### config.mk
export PLATFORM = sky130hd
export DESIGN_NAME = ascii_command_servo_pulse_train
export DESIGN_NICKNAME = d
export VERILOG_FILES = /design/src/design/acsp_pkg.sv /design/src/design/acsp_cfg_regs.sv /design/src/design/acsp_cmd_core.sv /design/src/design/acsp_burst_out.sv /design/src/design/ascii_command_servo_pulse_train.sv
export SDC_FILE = /design/constraint.sdc
export NUM_CORES = 1
export LEC_CHECK = 0
export ABC_AREA = 1
export BUFFER_PORTS_ARGS = -buffer_cell sky130_fd_sc_hd__buf_4
export CAP_MARGIN = 20
export CORE_MARGIN = 10
export CORE_UTILIZATION = 25
export DETAILED_ROUTE_END_ITERATION = 10
export HOLD_SLACK_MARGIN = 0.15
export PLACE_DENSITY = 0.43
export SYNTH_ARGS = -nofsm -noshare
export SYNTH_HDL_FRONTEND = slang
export SYNTH_HIERARCHICAL = 1
export SYNTH_SLANG_ARGS = --single-unit
### constraint.sdc
create_clock -name clk -period 5.8 [get_ports clk]
set_input_delay 1.16 -clock clk [delete_from_list [all_inputs] [get_ports clk]]
set_output_delay 1.16 -clock clk [all_outputs]
set_load 0.02 [all_outputs]
### src/design/acsp_pkg.sv
package acsp_pkg;

  // Default width of the commanded value (the accumulator saturates at 2^n-1).
  localparam int VALUE_BITS_DEF = 12;

  // Register widths.
  localparam int OFFSET_W = 8;
  localparam int FT_W     = 12;
  localparam int FCOUNT_W = 8;
  localparam int CFG_W    = 12;
  localparam int CFG_IDX_W = 2;

  // Register reset values.
  localparam logic [OFFSET_W-1:0] PULSE_OFFSET_RST = 8'd60;
  localparam logic [FT_W-1:0]     FRAME_TICKS_RST  = 12'd2000;
  localparam logic [FCOUNT_W-1:0] FRAME_COUNT_RST  = 8'd50;

  // Register indexes on the configuration port.
  typedef enum logic [CFG_IDX_W-1:0] {
    REG_PULSE_OFFSET = 2'd0,
    REG_FRAME_TICKS  = 2'd1,
    REG_FRAME_COUNT  = 2'd2
  } reg_idx_t;

  // Characters.
  localparam logic [7:0] CHAR_CR   = 8'd13;
  localparam logic [7:0] CHAR_LF   = 8'd10;
  localparam logic [7:0] CHAR_ZERO = 8'd48;
  localparam logic [7:0] CHAR_NINE = 8'd57;
  localparam logic [7:0] CHAR_A    = 8'd65;
  localparam logic [7:0] CHAR_C    = 8'd67;
  localparam logic [7:0] CHAR_K    = 8'd75;

  // Input kinds carried on tuser.
  localparam logic OP_BYTE = 1'b0;
  localparam logic OP_TICK = 1'b1;

  // Kind of result burst one input item produces.
  typedef enum logic [1:0] {
    BK_ECHO = 2'd0,  // one word: the received byte
    BK_CRLF = 2'd1,  // two words: CR, LF
    BK_TICK = 2'd2,  // one word with no byte to send
    BK_ACK  = 2'd3   // five words: A, C, K, CR, LF
  } burst_kind_t;

  typedef struct packed {
    burst_kind_t kind;
    logic [7:0]  rx_byte;
    logic        level;
  } burst_t;

  typedef struct packed {
    logic [OFFSET_W-1:0] pulse_offset;
    logic [FT_W-1:0]     frame_ticks;
    logic [FCOUNT_W-1:0] frame_count;
  } cfg_t;

  // Number of result words in a burst, minus one.
  function automatic logic [2:0] burst_last_beat(burst_kind_t kind);
    logic [2:0] n;
    unique case (kind)
      BK_ECHO: n = 3'd0;
      BK_CRLF: n = 3'd1;
      BK_TICK: n = 3'd0;
      BK_ACK:  n = 3'd4;
      default: n = 3'd0;
    endcase
    return n;
  endfunction

endpackage

### src/design/acsp_cfg_regs.sv
module acsp_cfg_regs
  import acsp_pkg::*;
(
  input  logic                 clk,
  input  logic                 rst_n,
  input  logic                 cfg_wen,
  input  logic [CFG_IDX_W-1:0] cfg_index,
  input  logic [CFG_W-1:0]     cfg_wdata,
  output cfg_t                 cfg
);

  cfg_t cfg_r;

  always_ff @(posedge clk) begin
    if (!rst_n) begin
      cfg_r.pulse_offset <= PULSE_OFFSET_RST;
      cfg_r.frame_ticks  <= FRAME_TICKS_RST;
      cfg_r.frame_count  <= FRAME_COUNT_RST;
    end else if (cfg_wen) begin
      unique case (reg_idx_t'(cfg_index))
        REG_PULSE_OFFSET: cfg_r.pulse_offset <= cfg_wdata[OFFSET_W-1:0];
        REG_FRAME_TICKS:  cfg_r.frame_ticks  <= cfg_wdata[FT_W-1:0];
        REG_FRAME_COUNT:  cfg_r.frame_count  <= cfg_wdata[FCOUNT_W-1:0];
        default: ;  // unused index, write is dropped
      endcase
    end
  end

  assign cfg = cfg_r;

endmodule

### src/design/acsp_cmd_core.sv
module acsp_cmd_core
  import acsp_pkg::*;
#(
  parameter int VALUE_BITS = VALUE_BITS_DEF
) (
  input  logic       clk,
  input  logic       rst_n,
  input  logic       accept,
  input  logic       operation,
  input  logic [7:0] rx_byte,
  input  cfg_t       cfg,
  output burst_t     burst
);

  localparam int PW_W  = VALUE_BITS + 1;
  localparam int LEN_W = (PW_W > FT_W) ? PW_W : FT_W;
  localparam int ACC_W = VALUE_BITS + 4;
  localparam logic [VALUE_BITS-1:0] VALUE_MAX = '1;

  logic [VALUE_BITS-1:0] accum_r, accum_nxt;
  logic                  active_r, active_nxt;
  logic [PW_W-1:0]       pw_r, pw_nxt;
  logic [LEN_W-1:0]      tick_r, tick_nxt;
  logic [FCOUNT_W-1:0]   frames_r, frames_nxt;
  logic                  pend_valid_r, pend_valid_nxt;
  logic [VALUE_BITS-1:0] pend_value_r, pend_value_nxt;

  logic [ACC_W-1:0]    acc_wide;
  logic [LEN_W-1:0]    pw_ext, ft_ext, flen;
  logic [LEN_W:0]      tick_inc;
  logic [FCOUNT_W:0]   frames_inc;
  logic [FCOUNT_W-1:0] fcnt;
  logic                is_digit;

  // acc*10 + digit, built from two shifts.
  assign acc_wide = ACC_W'({accum_r, 3'b000}) + {3'b000, accum_r, 1'b0}
                  + ACC_W'(rx_byte[3:0]);
  assign is_digit = (rx_byte >= CHAR_ZERO) && (rx_byte <= CHAR_NINE);

  // Frame length is never shorter than the pulse and never zero.
  assign pw_ext = LEN_W'(pw_r);
  assign ft_ext = LEN_W'(cfg.frame_ticks);
  always_comb begin
    flen = (ft_ext > pw_ext) ? ft_ext : pw_ext;
    if (flen == '0) begin
      flen = LEN_W'(1);
    end
  end
  assign fcnt       = (cfg.frame_count == '0) ? FCOUNT_W'(1) : cfg.frame_count;
  assign tick_inc   = {1'b0, tick_r} + (LEN_W+1)'(1);
  assign frames_inc = {1'b0, frames_r} + (FCOUNT_W+1)'(1);

  always_comb begin
    accum_nxt      = accum_r;
    active_nxt     = active_r;
    pw_nxt         = pw_r;
    tick_nxt       = tick_r;
    frames_nxt     = frames_r;
    pend_valid_nxt = pend_valid_r;
    pend_value_nxt = pend_value_r;
    burst.kind     = BK_TICK;
    burst.rx_byte  = rx_byte;

    if (operation == OP_BYTE) begin
      if (rx_byte != CHAR_CR) begin
        burst.kind = BK_ECHO;
        if (is_digit) begin
          accum_nxt = (acc_wide > ACC_W'(VALUE_MAX)) ? VALUE_MAX : acc_wide[VALUE_BITS-1:0];
        end
      end else begin
        burst.kind = BK_CRLF;
        accum_nxt  = '0;
        if (!active_r) begin
          active_nxt = 1'b1;
          pw_nxt     = PW_W'(cfg.pulse_offset) + PW_W'(accum_r);
          tick_nxt   = '0;
          frames_nxt = '0;
        end else begin
          pend_valid_nxt = 1'b1;
          pend_value_nxt = accum_r;
        end
      end
    end else if (active_r) begin
      tick_nxt = tick_inc[LEN_W-1:0];
      if (tick_inc >= {1'b0, flen}) begin
        tick_nxt   = '0;
        frames_nxt = frames_inc[FCOUNT_W-1:0];
        if (frames_inc >= {1'b0, fcnt}) begin
          // Train complete: acknowledge and launch the waiting command.
          burst.kind = BK_ACK;
          active_nxt = 1'b0;
          frames_nxt = '0;
          if (pend_valid_r) begin
            pend_valid_nxt = 1'b0;
            active_nxt     = 1'b1;
            pw_nxt         = PW_W'(cfg.pulse_offset) + PW_W'(pend_value_r);
            tick_nxt       = '0;
          end
        end
      end
    end

    burst.level = active_nxt && (tick_nxt < LEN_W'(pw_nxt));
  end

  always_ff @(posedge clk) begin
    if (!rst_n) begin
      accum_r      <= '0;
      active_r     <= 1'b0;
      pw_r         <= '0;
      tick_r       <= '0;
      frames_r     <= '0;
      pend_valid_r <= 1'b0;
      pend_value_r <= '0;
    end else if (accept) begin
      accum_r      <= accum_nxt;
      active_r     <= active_nxt;
      pw_r         <= pw_nxt;
      tick_r       <= tick_nxt;
      frames_r     <= frames_nxt;
      pend_valid_r <= pend_valid_nxt;
      pend_value_r <= pend_value_nxt;
    end
  end

endmodule

### src/design/acsp_burst_out.sv
module acsp_burst_out
  import acsp_pkg::*;
(
  input  logic        clk,
  input  logic        rst_n,
  input  logic        load,
  input  burst_t      burst,
  output logic        can_load,
  output logic        out_tvalid,
  input  logic        out_tready,
  output logic [15:0] out_tdata,
  output logic        out_tuser,
  output logic        out_tlast
);

  burst_kind_t kind_r;
  logic [7:0]  byte_r;
  logic        level_r;
  logic [2:0]  beat_r;
  logic        valid_r;

  logic       last_beat;
  logic       tx_valid;
  logic [7:0] tx_byte;

  assign last_beat = (beat_r == burst_last_beat(kind_r));
  assign can_load  = !valid_r || (out_tready && last_beat);

  always_comb begin
    tx_valid = 1'b1;
    tx_byte  = byte_r;
    unique case (kind_r)
      BK_ECHO: tx_byte = byte_r;
      BK_CRLF: tx_byte = (beat_r == 3'd0) ? CHAR_CR : CHAR_LF;
      BK_TICK: begin
        tx_valid = 1'b0;
        tx_byte  = 8'd0;
      end
      BK_ACK: begin
        unique case (beat_r)
          3'd0:    tx_byte = CHAR_A;
          3'd1:    tx_byte = CHAR_C;
          3'd2:    tx_byte = CHAR_K;
          3'd3:    tx_byte = CHAR_CR;
          default: tx_byte = CHAR_LF;
        endcase
      end
      default: tx_byte = byte_r;
    endcase
  end

  always_ff @(posedge clk) begin
    if (!rst_n) begin
      valid_r <= 1'b0;
      beat_r  <= '0;
    end else if (load) begin
      valid_r <= 1'b1;
      beat_r  <= '0;
    end else if (valid_r && out_tready) begin
      if (last_beat) begin
        valid_r <= 1'b0;
      end else begin
        beat_r <= beat_r + 3'd1;
      end
    end
  end

  always_ff @(posedge clk) begin
    if (load) begin
      kind_r  <= burst.kind;
      byte_r  <= burst.rx_byte;
      level_r <= burst.level;
    end
  end

  assign out_tvalid = valid_r;
  assign out_tlast  = last_beat;
  assign out_tuser  = tx_valid;
  assign out_tdata  = {7'b0000000, level_r, tx_byte};

endmodule

### src/design/ascii_command_servo_pulse_train.sv
// Channel | Dir | Handshake             | Payload
// in_     | in  | in_tvalid/in_tready   | in_tdata: rx_byte; in_tuser: operation
// out_    | out | out_tvalid/out_tready | out_tdata: tx_byte, servo_level;
//         |     |                       | out_tuser: tx_valid; out_tlast: last
// cfg_    | in  | cfg_wen               | cfg_index, cfg_wdata
//
// Each accepted word updates the command state in the cycle it is taken and
// loads a result burst into the output register. A burst is 1 word (echo or
// tick), 2 words (CR LF) or 5 words (A C K CR LF), sent one word per cycle
// while out_tready is high. The output register's beat counter sets the rate:
// a new input word is taken in the same cycle the last word of the previous
// burst leaves, so items that yield one word each flow at one per cycle.
// Reset is synchronous and active low; state registers return to defaults
// (burst payload registers are not reset) and there is no clearing pass. A
// stall on the output holds the burst and back-pressures the input.
module ascii_command_servo_pulse_train
  import acsp_pkg::*;
#(
  parameter int VALUE_BITS = VALUE_BITS_DEF
) (
  input  logic                 clk,
  input  logic                 rst_n,
  // Input stream.
  input  logic                 in_tvalid,
  output logic                 in_tready,
  input  logic [7:0]           in_tdata,   // [7:0] rx_byte
  input  logic                 in_tuser,   // [0] operation: 0 byte, 1 tick
  // Result stream.
  output logic                 out_tvalid,
  input  logic                 out_tready,
  output logic [15:0]          out_tdata,  // [7:0] tx_byte, [8] servo_level,
                                           // [15:9] zero
  output logic                 out_tuser,  // [0] tx_valid
  output logic                 out_tlast,  // last word caused by one input word
  // Configuration write port.
  input  logic                 cfg_wen,
  input  logic [CFG_IDX_W-1:0] cfg_index,
  input  logic [CFG_W-1:0]     cfg_wdata
);

  cfg_t   cfg;
  burst_t burst;
  logic   can_load;
  logic   in_accept;

  assign in_tready = can_load;
  assign in_accept = in_tvalid && can_load;

  // Pulse offset, frame length and frame count.
  acsp_cfg_regs u_cfg (
    .clk       (clk),
    .rst_n     (rst_n),
    .cfg_wen   (cfg_wen),
    .cfg_index (cfg_index),
    .cfg_wdata (cfg_wdata),
    .cfg       (cfg)
  );

  // Digit accumulator, train counters and the pending command slot. The
  // servo level of the burst reflects the state after the word is applied.
  acsp_cmd_core #(
    .VALUE_BITS (VALUE_BITS)
  ) u_core (
    .clk       (clk),
    .rst_n     (rst_n),
    .accept    (in_accept),
    .operation (in_tuser),
    .rx_byte   (in_tdata),
    .cfg       (cfg),
    .burst     (burst)
  );

  // Output register that plays out the burst one word per ready cycle.
  acsp_burst_out u_out (
    .clk        (clk),
    .rst_n      (rst_n),
    .load       (in_accept),
    .burst      (burst),
    .can_load   (can_load),
    .out_tvalid (out_tvalid),
    .out_tready (out_tready),
    .out_tdata  (out_tdata),
    .out_tuser  (out_tuser),
    .out_tlast  (out_tlast)
  );

  // During a burst, a new word is only taken as its last word leaves.
  a_accept_at_burst_end: assert property (@(posedge clk) disable iff (!rst_n)
    (in_tvalid && in_tready && out_tvalid) |-> (out_tready && out_tlast))
    else $error("input taken while a burst was still in progress");

  // The final word leaving with no new input empties the output register.
  a_burst_drains: assert property (@(posedge clk) disable iff (!rst_n)
    (out_tvalid && out_tready && out_tlast && !(in_tvalid && in_tready))
      |=> !out_tvalid)
    else $error("output still valid after its burst ended");

  // Every word of one burst carries the same servo level.
  a_level_steady: assert property (@(posedge clk) disable iff (!rst_n)
    (out_tvalid && out_tready && !out_tlast)
      |=> (out_tvalid && out_tdata[8] == $past(out_tdata[8])))
    else $error("servo level changed within a burst");

  // A word with no byte to send is always the last word of its burst.
  a_tick_single: assert property (@(posedge clk) disable iff (!rst_n)
    (out_tvalid && !out_tuser) |-> out_tlast)
    else $error("empty word is not the last of its burst");

endmodule

==> out/metrics.csv <==
stage,metric,value,unit
die,die_height,205,um
worst_setup_path,worst_path_dominant_cell_family,simple AND/OR/NAND/NOR gates,
global_route,track_usage,12.4,%
layout,post_route_cells_drive_above_1_share,10.9,%
yosys,synth_seq_cells,103,
routing,post-route-drc-count,0,
sta,setup_viol,0,
global_route,global_route_wire_length_before_repair,41.4,mm
sta,grt_setup_unrepaired,no,
yosys,synth_warnings,6,
yosys,synth.lib_cells_used.distinct,61,
die,effective_utilization_at_floorplan,25.4,%
sta,worst_skew,9.50,ps
layout,diode_count,0,
power_and_ir_drop,power_per_cell_area,197,nW/um^2
die,dieWidth,205,um
hold_path,min-delay-path-class,reg -> reg,
yosys,post_synth_most_frequent_cells,"sky130_fd_sc_hd__nand2_1 (259), sky130_fd_sc_hd__inv_1 (159), sky130_fd_sc_hd__a21oi_1 (112)",
layout,design.final.nets,1363,
routing,wl_per_cell,15.5,um
worst_setup_path,worst-path-buf-inv,3,
yosys,ys_async_sr_fraction,0,%
routing,route.detailed.vias_per_inst,4.59,
yosys,post_synth_instance_area,8570,sq um
place,dpl-instance-area,9160,sq um
run,maxCapViolCount,0,
layout,area_delta_synth_final,10.3,%
clock_tree,cts_tree,done,
clock_tree,clk_root_buffer_cell,sky130_fd_sc_hd__clkbuf_16,
sta,timing_hold_violations_final,0,
yosys,post-synth-top-area-cell,sky130_fd_sc_hd__dfxtp_1,
routing,postRouteWirelength,26.2,mm
clock_tree,hold_buffers,0,
routing,vias,7774,
layout,post-route-cell-area,9450,sq um
worst_setup_path,cp-start-kind,flop,
clock_tree,cts_htree_levels,3,
worst_setup_path,cp_slowest_cell,sky130_fd_sc_hd__o21ai_0,
power_and_ir_drop,total_power,1860,uW
clock_tree,numClockSinks,103,
power_and_ir_drop,worst_case_vdd_ir_drop,0.000129,V
worst_setup_path,cp.arrival,5420,ps
yosys,synth.top_cell.area_share,21.5,%
place,detailedPlacementHpwl,20.2,mm
worst_setup_path,cp_data_required_time,6020,ps
die,dieArea,42100,sq um
place,gp_congestion,0.843,
outcome,run_status,"complete, no violations",
routing,ant_nets,0,
sta,final.hold.worst_slack,470,ps
clock_tree,clk_latency,360,ps
worst_setup_path,critPathMostFrequentCell,sky130_fd_sc_hd__nand2_1,
sta,tns,0,ps
power_and_ir_drop,leakagePower,0.00441,uW
yosys,syn-mean-instance-area,6.94,sq um
die,std_cell_rows,67,
die,core,33700,sq um
yosys,dominant_synthesized_flop_cell,sky130_fd_sc_hd__dfxtp_1,
routing,initialDrtViolationCount,500,
die,num_io_pins,48,
sta,timing.fmax,192,MHz
yosys,synth_enable_flop_cells,11,
worst_setup_path,critical_path.max_fanout,24,
clock_tree,number_of_buffers_created_by_cts,9,
clock_tree,clkSlewWorstSetupHoldPaths,80,ps
clock_tree,deepest_clock_path_buffer_count,2,
worst_setup_path,slowest_delay,450,ps
place,port_buffers,40,
sta,tightestPinTransition,999,ps
yosys,synth-seq-area-share,25.3,%
global_route,first_global_vias,7354,
routing,detail_route.first_pass.iterations,5,
global_route,initial_antenna_violation_count,1,
yosys,synth_cells,1234,
sta,maxSlewViolCount,0,
global_route,grt_max_degree,57,
worst_setup_path,crit_path_end_kind,flop,
global_route,globalRouteOverflowTotal,0,
sta,min_period_over_period,89.6,%
sta,period_needed,5200,ps
yosys,yosys.cell_count.top_type,sky130_fd_sc_hd__nand2_1,
sta,slew-limit-headroom,33.4,%
yosys,most_area_consuming_cells_after_synthesis,"sky130_fd_sc_hd__dfxtp_1 (21%), sky130_fd_sc_hd__ha_1 (13%), sky130_fd_sc_hd__nand2_1 (11%), sky130_fd_sc_hd__inv_1 (7.0%), sky130_fd_sc_hd__a21oi_1 (6.5%)",
worst_setup_path,path_class,reg -> reg,
[layout make-up]
type	instances	area, sq um
Fill cell	3715	24200
Clock inverter	5	40.0
Clock buffer	11	243
Multi-Input combinational cell	911	5450
Inverter	168	631
Tap cell	448	561
Timing Repair Buffer	47	353
Sequential cell	103	2170
[sequential cells by signal, summed over array words and instances, names as in the netlist, 3 cells and up]
signal,flops
u_core/pw_ext,13
u_core/accum_r,12
u_core/pend_value_r,12
u_cfg/cfg,28
u_core/frames_r,8
u_core/tick_r,13
u_out/byte_r,8
u_out/beat_r,3
[worst reg2reg max path, delay by kind of cell (launching register included)]
kind / cells / cell delay [ps]
AO/OA/AOI/OAI: 9 / 1810
adder cells (fa/ha/maj): 3 / 700
buffers and inverters: 3 / 200
flip-flops: 1 / 410
AND/OR/NAND/NOR: 20 / 1970
[power breakdown]
group,internal (uW),leakage (uW),switching (uW)
combinational,161,0.00341,303
sequential,755,0.000858,37.4
clock,309,0.000141,295
total,1220,0.00441,635
[worst paths after layout]
| kind | start | slack [ps] | cells after the start | to |
|---|---|---|---|---|
| setup / recovery | u_core/pw_ext[4] | 600 | 35 | u_out/level_r |
| hold / removal | u_cfg/cfg[5] | 470 | 2 | u_cfg/cfg[5] |
| setup reg to reg | u_core/pw_ext[4] | 600 | 35 | u_out/level_r |
| hold reg to reg | u_cfg/cfg[5] | 470 | 2 | u_cfg/cfg[5] |
[placed cells by master, fill, tap and decap left out, types with 4 or more instances in the layout]
cell type                   count
sky130_fd_sc_hd__nand4_1       20
sky130_fd_sc_hd__o21ai_1        4
sky130_fd_sc_hd__o211ai_2       4
sky130_fd_sc_hd__a22oi_1        7
sky130_fd_sc_hd__xor2_1        27
sky130_fd_sc_hd__a211oi_1       5
sky130_fd_sc_hd__o211ai_1      21
sky130_fd_sc_hd__nor2_2         9
sky130_fd_sc_hd__nor2_1        97
sky130_fd_sc_hd__a21oi_1      112
sky130_fd_sc_hd__nor2_4         6
sky130_fd_sc_hd__buf_4         47
sky130_fd_sc_hd__nand2_1      259
sky130_fd_sc_hd__nor3_1        12
sky130_fd_sc_hd__xnor2_1        8
sky130_fd_sc_hd__inv_1        158
sky130_fd_sc_hd__nand3_2        6
sky130_fd_sc_hd__nand2_2       12
sky130_fd_sc_hd__dfxtp_1       92
sky130_fd_sc_hd__a21oi_2        8
sky130_fd_sc_hd__nand3_1       73
sky130_fd_sc_hd__nand3b_1       4
sky130_fd_sc_hd__fa_1           4
sky130_fd_sc_hd__ha_1          91
sky130_fd_sc_hd__clkbuf_16      9
sky130_fd_sc_hd__o21ai_2        6
sky130_fd_sc_hd__conb_1         7
sky130_fd_sc_hd__edfxtp_1      11
sky130_fd_sc_hd__o21ai_0       73
sky130_fd_sc_hd__inv_2          7
[stage by stage]
| step | cells | worst slack, ps | utilization (%) |
|---|---|---|---|
| floorplan | 1240 | 1630 | - |
| global placement | 1677 | 588 | 27.2 |
| detailed placement | 1677 | 508 | 27.2 |
| CTS | 1693 | 483 | 28.0 |
| global route | 1693 | 57.9 | 28.0 |
| finish | 1693 | 603 | 28.0 |
[metal layers]
layer  GRT usage (%)  part of all wire [%]
met2            19.7                    45
met4            3.23                   1.5
met5               0                     0
met1            17.4                    50
met3            1.64                   3.7
[what timing repair did]
item,4_1_cts,5_1_grt
endpoints found under the setup margin,0,1
gates resized for setup,0,1
setup buffers,0,0
[kinds of logic (layout without fill, tap and decap cells)]
kind of cell	count (synthesis)	after routing	synth area share, %
other	1	7	0.0438
adder cells (fa/ha/maj)	95	95	14.2
flip-flops	103	103	25.3
buffers and inverters	226	231	11.4
AND/OR/NAND/NOR	516	516	27.4
AO/OA/AOI/OAI	258	258	18.0
XOR/XNOR	35	35	3.58
Power figures use the tool's default switching activity.
